--- src/wbps_pkg.sv ---
`timescale 1ns / 1ps

package wbps_pkg;

    localparam int unsigned LEN_W    = 5;
    localparam int unsigned OFFSET_W = 32;
    localparam int unsigned WORD_W   = 64;
    localparam int unsigned ADDR_W   = 5;

    localparam logic [7:0] WILD_STAR  = 8'h2A;
    localparam logic [7:0] WILD_QUERY = 8'h3F;

    localparam logic [OFFSET_W-1:0] POS_MAX = {OFFSET_W{1'b1}};

    // register index, taken from paddr[4:3]
    localparam logic [1:0] REG_PATTERN_LOW  = 2'd0;
    localparam logic [1:0] REG_PATTERN_HIGH = 2'd1;
    localparam logic [1:0] REG_PATTERN_LEN  = 2'd2;

    typedef struct packed {
        logic [WORD_W-1:0] pattern_low;
        logic [WORD_W-1:0] pattern_high;
        logic [LEN_W-1:0]  pattern_length;
    } cfg_t;

    typedef struct packed {
        logic                emit;
        logic                found;
        logic [OFFSET_W-1:0] offset;
    } result_t;

endpackage

--- src/wbps_if.sv ---
`timescale 1ns / 1ps

interface wbps_in_if;
    logic       valid;
    logic       ready;
    logic [7:0] data_byte;
    logic       end_of_stream;

    modport source (output valid, output data_byte, output end_of_stream, input ready);
    modport sink (input valid, input data_byte, input end_of_stream, output ready);
endinterface

interface wbps_out_if;
    logic        valid;
    logic        ready;
    logic        match_found;
    logic [31:0] match_offset;

    modport source (output valid, output match_found, output match_offset, input ready);
    modport sink (input valid, input match_found, input match_offset, output ready);
endinterface

--- src/wbps_cfg.sv ---
`timescale 1ns / 1ps

module wbps_cfg (
    input  logic                             clk,
    input  logic                             rst_n,
    input  logic                             psel,
    input  logic                             penable,
    input  logic                             pwrite,
    input  logic [wbps_pkg::ADDR_W-1:0]      paddr,
    input  logic [wbps_pkg::WORD_W-1:0]      pwdata,
    output logic [wbps_pkg::WORD_W-1:0]      prdata,
    output logic                             pready,
    output wbps_pkg::cfg_t                   cfg
);
    import wbps_pkg::*;

    logic [WORD_W-1:0] low_reg;
    logic [WORD_W-1:0] high_reg;
    logic [LEN_W-1:0]  len_reg;
    logic              wr_en;
    logic [1:0]        reg_idx;

    assign pready  = 1'b1;
    assign wr_en   = psel && penable && pwrite;
    assign reg_idx = paddr[4:3];

    always_ff @(posedge clk or negedge rst_n)
    begin
        if (!rst_n)
        begin
            low_reg  <= '0;
            high_reg <= '0;
            len_reg  <= LEN_W'(1);
        end
        else if (wr_en)
        begin
            case (reg_idx)
                REG_PATTERN_LOW:  low_reg  <= pwdata;
                REG_PATTERN_HIGH: high_reg <= pwdata;
                REG_PATTERN_LEN:  len_reg  <= pwdata[LEN_W-1:0];
                default:          ;
            endcase
        end
    end

    always_comb
    begin
        case (reg_idx)
            REG_PATTERN_LOW:  prdata = low_reg;
            REG_PATTERN_HIGH: prdata = high_reg;
            REG_PATTERN_LEN:  prdata = {{(WORD_W-LEN_W){1'b0}}, len_reg};
            default:          prdata = '0;
        endcase
    end

    assign cfg.pattern_low    = low_reg;
    assign cfg.pattern_high   = high_reg;
    assign cfg.pattern_length = len_reg;

endmodule

--- src/wbps_match.sv ---
`timescale 1ns / 1ps

module wbps_match #(
    parameter int unsigned MAX_PATTERN_BYTES = 16
) (
    input  logic              clk,
    input  logic              rst_n,
    input  wbps_pkg::cfg_t    cfg,
    input  logic              step,
    input  logic [7:0]        data_byte,
    input  logic              end_of_stream,
    output wbps_pkg::result_t res
);
    import wbps_pkg::*;

    localparam int unsigned IDX_W = (MAX_PATTERN_BYTES > 1) ? $clog2(MAX_PATTERN_BYTES) : 1;
    localparam logic [LEN_W-1:0] MAX_LEN = LEN_W'(MAX_PATTERN_BYTES);

    logic [7:0]          window_reg [MAX_PATTERN_BYTES];
    logic [7:0]          window_next[MAX_PATTERN_BYTES];
    logic [OFFSET_W-1:0] pos_reg;
    logic                done_reg;

    logic [2*WORD_W-1:0]          needle_all;
    logic [LEN_W-1:0]             len_eff;
    logic                         saturated;
    logic [OFFSET_W-1:0]          count;
    logic [MAX_PATTERN_BYTES-1:0] byte_ok;
    logic                         hit;

    assign needle_all = {cfg.pattern_high, cfg.pattern_low};

    always_comb
    begin
        if (cfg.pattern_length == '0)
            len_eff = LEN_W'(1);
        else if (cfg.pattern_length > MAX_LEN)
            len_eff = MAX_LEN;
        else
            len_eff = cfg.pattern_length;
    end

    always_comb
    begin
        window_next[0] = data_byte;
        for (int i = 1; i < MAX_PATTERN_BYTES; i++)
            window_next[i] = window_reg[i-1];
    end

    // needle byte k lines up with window entry len-1-k (entry 0 newest)
    always_comb
    begin
        logic [7:0]       nb;
        logic [7:0]       hb;
        logic [LEN_W-1:0] sel;
        for (int k = 0; k < MAX_PATTERN_BYTES; k++)
        begin
            nb  = needle_all[8*k +: 8];
            sel = len_eff - LEN_W'(1) - LEN_W'(k);
            hb  = window_next[sel[IDX_W-1:0]];
            if (LEN_W'(k) >= len_eff)
                byte_ok[k] = 1'b1;
            else
                byte_ok[k] = (nb == WILD_STAR) || (nb == WILD_QUERY) || (nb == hb);
        end
    end

    assign saturated = (pos_reg == POS_MAX);
    assign count     = saturated ? POS_MAX : pos_reg + OFFSET_W'(1);
    assign hit       = !done_reg && (count >= {{(OFFSET_W-LEN_W){1'b0}}, len_eff}) && (&byte_ok);

    always_comb
    begin
        res.emit   = hit || (end_of_stream && !done_reg);
        res.found  = hit;
        if (!hit)
            res.offset = '0;
        else if (saturated)
            res.offset = POS_MAX;
        else
            res.offset = count - {{(OFFSET_W-LEN_W){1'b0}}, len_eff};
    end

    always_ff @(posedge clk or negedge rst_n)
    begin
        if (!rst_n)
        begin
            for (int i = 0; i < MAX_PATTERN_BYTES; i++)
                window_reg[i] <= '0;
            pos_reg  <= '0;
            done_reg <= 1'b0;
        end
        else if (step)
        begin
            if (end_of_stream)
            begin
                for (int i = 0; i < MAX_PATTERN_BYTES; i++)
                    window_reg[i] <= '0;
                pos_reg  <= '0;
                done_reg <= 1'b0;
            end
            else
            begin
                window_reg <= window_next;
                pos_reg    <= count;
                done_reg   <= done_reg || hit;
            end
        end
    end

endmodule

--- src/wildcard_byte_pattern_search.sv ---
`timescale 1ns / 1ps
// Path: an accepted input word lands in the input register, its compare in the
// result register once that is free. The window compare is a single pass.
// Throughput: one haystack word per cycle unless an untaken result word stalls.
// Reset (rst_n low, async): pattern registers clear, length goes to 1, window,
// byte count and hit flag clear, both pipeline registers empty.

module wildcard_byte_pattern_search #(
    parameter int unsigned MAX_PATTERN_BYTES = 16
) (
    input  logic                          clk,
    input  logic                          rst_n,
    input  logic                          psel,
    input  logic                          penable,
    input  logic                          pwrite,
    input  logic [wbps_pkg::ADDR_W-1:0]   paddr,
    input  logic [wbps_pkg::WORD_W-1:0]   pwdata,
    output logic [wbps_pkg::WORD_W-1:0]   prdata,
    output logic                          pready,
    wbps_in_if.sink                       haystack,
    wbps_out_if.source                    result
);
    import wbps_pkg::*;

    cfg_t    cfg;
    result_t res;

    logic                s1_valid_reg;
    logic                s1_valid_next;
    logic [7:0]          s1_byte_reg;
    logic                s1_last_reg;
    logic                out_valid_reg;
    logic                out_valid_next;
    logic                out_found_reg;
    logic [OFFSET_W-1:0] out_offset_reg;
    logic                out_free;
    logic                s1_adv;
    logic                in_acc;

    wbps_cfg u_cfg (
        .clk     (clk),
        .rst_n   (rst_n),
        .psel    (psel),
        .penable (penable),
        .pwrite  (pwrite),
        .paddr   (paddr),
        .pwdata  (pwdata),
        .prdata  (prdata),
        .pready  (pready),
        .cfg     (cfg)
    );

    wbps_match #(
        .MAX_PATTERN_BYTES (MAX_PATTERN_BYTES)
    ) u_match (
        .clk           (clk),
        .rst_n         (rst_n),
        .cfg           (cfg),
        .step          (s1_adv),
        .data_byte     (s1_byte_reg),
        .end_of_stream (s1_last_reg),
        .res           (res)
    );

    assign out_free       = !out_valid_reg || result.ready;
    assign s1_adv         = s1_valid_reg && out_free;
    assign haystack.ready = !s1_valid_reg || out_free;
    assign in_acc         = haystack.valid && haystack.ready;

    always_comb
    begin
        if (in_acc)
            s1_valid_next = 1'b1;
        else if (s1_adv)
            s1_valid_next = 1'b0;
        else
            s1_valid_next = s1_valid_reg;

        if (s1_adv)
            out_valid_next = res.emit;
        else if (result.ready)
            out_valid_next = 1'b0;
        else
            out_valid_next = out_valid_reg;
    end

    always_ff @(posedge clk or negedge rst_n)
    begin
        if (!rst_n)
        begin
            s1_valid_reg  <= 1'b0;
            out_valid_reg <= 1'b0;
        end
        else
        begin
            s1_valid_reg  <= s1_valid_next;
            out_valid_reg <= out_valid_next;
        end
    end

    always_ff @(posedge clk)
    begin
        if (in_acc)
        begin
            s1_byte_reg <= haystack.data_byte;
            s1_last_reg <= haystack.end_of_stream;
        end
        if (s1_adv && res.emit)
        begin
            out_found_reg  <= res.found;
            out_offset_reg <= res.offset;
        end
    end

    assign result.valid        = out_valid_reg;
    assign result.match_found  = out_found_reg;
    assign result.match_offset = out_offset_reg;

endmodule

--- src/flat_wrapper.sv ---
// flat-port wrapper written by rule: the top's interface ports become plain ports
module wildcard_byte_pattern_search_flat import wbps_pkg::*;
#(
    parameter int unsigned MAX_PATTERN_BYTES = 16
)
  (clk, rst_n, psel, penable, pwrite, paddr, pwdata, prdata, pready, haystack_valid, haystack_data_byte, haystack_end_of_stream, haystack_ready, result_valid, result_match_found, result_match_offset, result_ready);
  wbps_in_if haystack_i ();
  wbps_out_if result_i ();
  input  logic clk;
  input  logic rst_n;
  input  logic psel;
  input  logic penable;
  input  logic pwrite;
  input  logic [wbps_pkg::ADDR_W-1:0] paddr;
  input  logic [wbps_pkg::WORD_W-1:0] pwdata;
  output logic [wbps_pkg::WORD_W-1:0] prdata;
  output logic pready;
  input wire logic [$bits(haystack_i.valid)-1:0] haystack_valid;
  input wire logic [$bits(haystack_i.data_byte)-1:0] haystack_data_byte;
  input wire logic [$bits(haystack_i.end_of_stream)-1:0] haystack_end_of_stream;
  output wire logic [$bits(haystack_i.ready)-1:0] haystack_ready;
  output wire logic [$bits(result_i.valid)-1:0] result_valid;
  output wire logic [$bits(result_i.match_found)-1:0] result_match_found;
  output wire logic [$bits(result_i.match_offset)-1:0] result_match_offset;
  input wire logic [$bits(result_i.ready)-1:0] result_ready;
  assign haystack_i.valid = haystack_valid;
  assign haystack_i.data_byte = haystack_data_byte;
  assign haystack_i.end_of_stream = haystack_end_of_stream;
  assign haystack_ready = haystack_i.ready;
  assign result_valid = result_i.valid;
  assign result_match_found = result_i.match_found;
  assign result_match_offset = result_i.match_offset;
  assign result_i.ready = result_ready;
  wildcard_byte_pattern_search #(.MAX_PATTERN_BYTES(MAX_PATTERN_BYTES)) u_core (.clk(clk), .rst_n(rst_n), .psel(psel), .penable(penable), .pwrite(pwrite), .paddr(paddr), .pwdata(pwdata), .prdata(prdata), .pready(pready), .haystack(haystack_i), .result(result_i));
endmodule
--- config.mk ---
export PLATFORM = sky130hd
export DESIGN_NAME = wildcard_byte_pattern_search_flat
export DESIGN_NICKNAME = d
export VERILOG_FILES = /design/src/wbps_pkg.sv /design/src/wbps_if.sv /design/src/wbps_cfg.sv /design/src/wbps_match.sv /design/src/wildcard_byte_pattern_search.sv /design/src/flat_wrapper.sv
export SDC_FILE = /design/constraint.sdc
export NUM_CORES = 1
export LEC_CHECK = 0
export BUFFER_PORTS_ARGS = -buffer_cell sky130_fd_sc_hd__buf_2
export CAP_MARGIN = 20
export CORE_UTILIZATION = 60
export CTS_CLUSTER_SIZE = 14
export DETAILED_ROUTE_END_ITERATION = 7
export PLACE_DENSITY = 0.82
export SYNTH_ARGS = -nofsm -noshare
export SYNTH_HDL_FRONTEND = slang
export SYNTH_HIERARCHICAL = 1
export SYNTH_SLANG_ARGS = --single-unit
export TNS_END_PERCENT = 100
--- constraint.sdc ---
create_clock -name clk -period 12.9 [get_ports clk]
set_clock_uncertainty 0.15 [all_clocks]
set_input_delay 1.935 -clock clk [delete_from_list [all_inputs] [get_ports clk]]
set_output_delay 1.935 -clock clk [all_outputs]
set_load 0.01 [all_outputs]
==> flow_metrics.tcl <==
set metrics [dict create \
    status "finished, violations left" \
    failed_checks "design-rule violations" \
    avgSynthCellArea_um2 10.1 \
    syn_inst 2535 \
    tightest_slew_ns 1.18 \
    arrival_ns 8.34 \
    crit_fanout 50 \
    synthMuxAreaShare 0.236 \
    htreeDepth 2 \
    p_total_mw 5.08 \
    cp-start-kind "flop" \
    grt_pass1_wl_um 125000 \
    layoutNonFillerInstCount 3155 \
    layout_commonest_cell "dfrtp_1" \
    powerDensity_mw_per_mm2 182 \
    tritoncts.num_buffers 38 \
    period_minus_slack_ns 8.27 \
    cts_buffer_depth 3 \
    synthFlopType "dfrtp_1" \
    grt_max_degree 291 \
    met2_usage 0.539 \
    cts_root_buf "clkbuf_16" \
    fmax_ghz 0.121 \
    synth.largest_area_cell "dfrtp_1" \
    dieArea_mm2 0.0436 \
    critPathCaptureType "flop" \
    ctsHoldBuffers 0 \
    final_max_slew_viol_count 0 \
    syn_to_final_growth_pct 8.85 \
    synth_area_leaders "dfrtp_1 (28%), mux4_2 (11%), mux2i_1 (4.9%)" \
    synth-compound-area-share 0.153 \
    synth.distinct_cells 89 \
    detail-route-antenna-nets 0 \
    chipHeight_um 209 \
    die_w_um 209 \
    hp-class "reg -> reg" \
    antenna_found_initial 0 \
    design.core.area_mm2 0.0420 \
    final.period_utilization 0.641 \
    wirelength_um 81000 \
    row_count 75 \
    clock-sinks 330 \
    critPathKind "reg -> reg" \
    routedWlPerCell_um 25.7 \
    final_cell_mix "dfrtp_1 (286), buf_2 (178), nor2_1 (167)" \
    hpwl_um 56600 \
    ys_seq_area_frac 0.330 \
    grt_overflow 0 \
    synthAdderAreaFrac 0.0105 \
    grtUsageMet1 0.500 \
    reg2reg_slack_ns 4.63 \
    crit_required_ns 12.97 \
    synth-edff-count 42 \
    gr-max-usage-layer "met2" \
    cts_setup_buffers 0 \
    setup_violations 0 \
    tns_ns 0 \
    cts_resized 0 \
    place_inst 3082 \
    rsz0062_at_grt "no" \
    globalRouteMet3Util 0.0965 \
    routabilityCongestion 1.02 \
    post-synth-top-area-fraction 0.280 \
    cap_violations 0 \
    port_buffers 180 \
    drtIter0Drc 3141 \
    vias 22500 \
    grt_pass1_vias 21000 \
    synth_top_family_by_area "multiplexers" \
    tritoncts "built" \
    synth_xor_area_frac 0.0622 \
    diodes 0 \
    relSlewSlack 0.215 \
    clk_pin_slew_ns 0.06 \
    drtPass1Iterations 8 \
    ir_worst_vdd_uv 105 \
    nNetsFinal 2692 \
    grt_usage 0.367 \
    p_leak_nw 11.9 \
    io_pins 185 \
    async_flop_share 0.873 \
    yosys.area_share.simple 0.163 \
    syn_area_mm2 0.0256 \
    routed_via_density 7.14 \
    yosys_warnings 6 \
    clock_latency_ns 0.57 \
    start_util 0.610 \
    fillers 3235 \
    largest_register_ffs 120 \
    finalHoldViolCount 0 \
    drive_gt1_frac 0.279 \
    drc 1 \
    synth_seq_cells 330 \
    syn-num-nets 2641 \
]
==> synth_stat cells, drive strengths merged (4+ instances only) <==
library cell	instances
nand4	42
nor2b	125
o221ai	21
nor3	46
nand3	93
nor4bb	8
a32oi	16
o311a	8
o31ai	4
or4	6
or3	19
a211oi	41
xnor2	114
mux2i	126
mux2	151
inv	44
clkbuf	150
and3	22
edfxtp	42
a221oi	14
o21a	5
nor2	180
buf	62
mux4	127
a21oi	82
nor4	19
nand2b	22
o211ai	14
o22ai	24
a41oi	7
and4b	5
nor4b	9
o21ai	87
a31o	115
and2	33
a31oi	22
a41o	4
a22oi	46
nand2	160
dfrtp	287
ha	20
xor2	68
==> routing by layer <==
| metal | vias up | part of all wire |
|---|---|---|
| met5 | - | 0 |
| met4 | 0 | 0.058 |
| met3 | 285 | 0.12 |
| met2 | 1493 | 0.44 |
| met1 | 11100 | 0.38 |
| li1 | 9632 | - |
==> layout make-up <==
class,count,area [µm²],share of cell area
Sequential cell,330,8470,0.304
Clock inverter,22,213,0.00762
Inverter,45,173,0.00619
Tap cell,539,674,0.0242
Clock buffer,48,1030,0.0368
Timing Repair Buffer,223,1270,0.0455
Multi-Input combinational cell,1948,16100,0.576
==> path summary, 6_finish.rpt <==
| kind | start | end | cells past startpoint |
|---|---|---|---|
| setup / recovery | u_core/u_cfg/len_reg[4] | u_core/result.match_offset[31] | 23 |
| hold / removal | u_core/u_match/pos_reg[13] | u_core/u_match/pos_reg[13] | 1 |
| setup reg to reg | u_core/u_cfg/len_reg[4] | u_core/result.match_offset[31] | 23 |
| hold reg to reg | u_core/u_match/pos_reg[13] | u_core/u_match/pos_reg[13] | 1 |
| max in group asynchronous | rst_n | u_core/u_match/pos_reg[23] | 2 |
| min in group asynchronous | rst_n | u_core/u_cfg/low_reg[30] | 1 |
==> logic make-up (layout without fill, tap and decap cells) <==
group,after synthesis,in the layout
buf+inv,257,338
mux,404,404
fa+ha+maj,21,21
compound gates,538,538
other cells,1,1
simple gates,802,802
xor+xnor,182,182
flops,330,330
==> through the flow <==
stage	util	hold WS, ns	setup WS (ns)	instance area (µm²)
final	0.664	0.405	4.63	27900
after CTS	0.663	0.405	4.52	27900
after global placement	0.634	0.383	4.77	26600
after detailed placement	0.634	0.390	4.55	26600
after floorplan	-	0.363	3.83	25600
after global routing	0.664	0.421	4.19	27900
==> worst max-delay path: stages (launching register included) <==
cell      delay [ns]
dfrtp_2         0.59
buf_4           0.58
nand2b_1        0.18
buf_4           0.40
inv_1           0.08
buf_4           0.27
xnor2_1         0.18
buf_4           0.25
inv_1           0.34
ha_1            0.32
buf_4           0.23
xnor2_2         0.50
buf_4           0.35
mux4_2          0.55
xor2_1          0.15
nor4_1          0.30
o211a_1         0.18
o21ai_0         0.14
nor4_2          0.45
nand4_4         0.67
o21ai_1         0.32
nand2_1         0.12
nor2b_2         0.11
buf_4           0.36
==> power breakdown <==
part	switching, mW	leakage, nW	internal, mW
Sequential	0.211	4.18	1.18
Combinational	1.54	7.07	1.06
Clock	0.458	0.621	0.630
Total	2.21	11.9	2.87
Note: power is estimated with default switching activity, not from simulation.
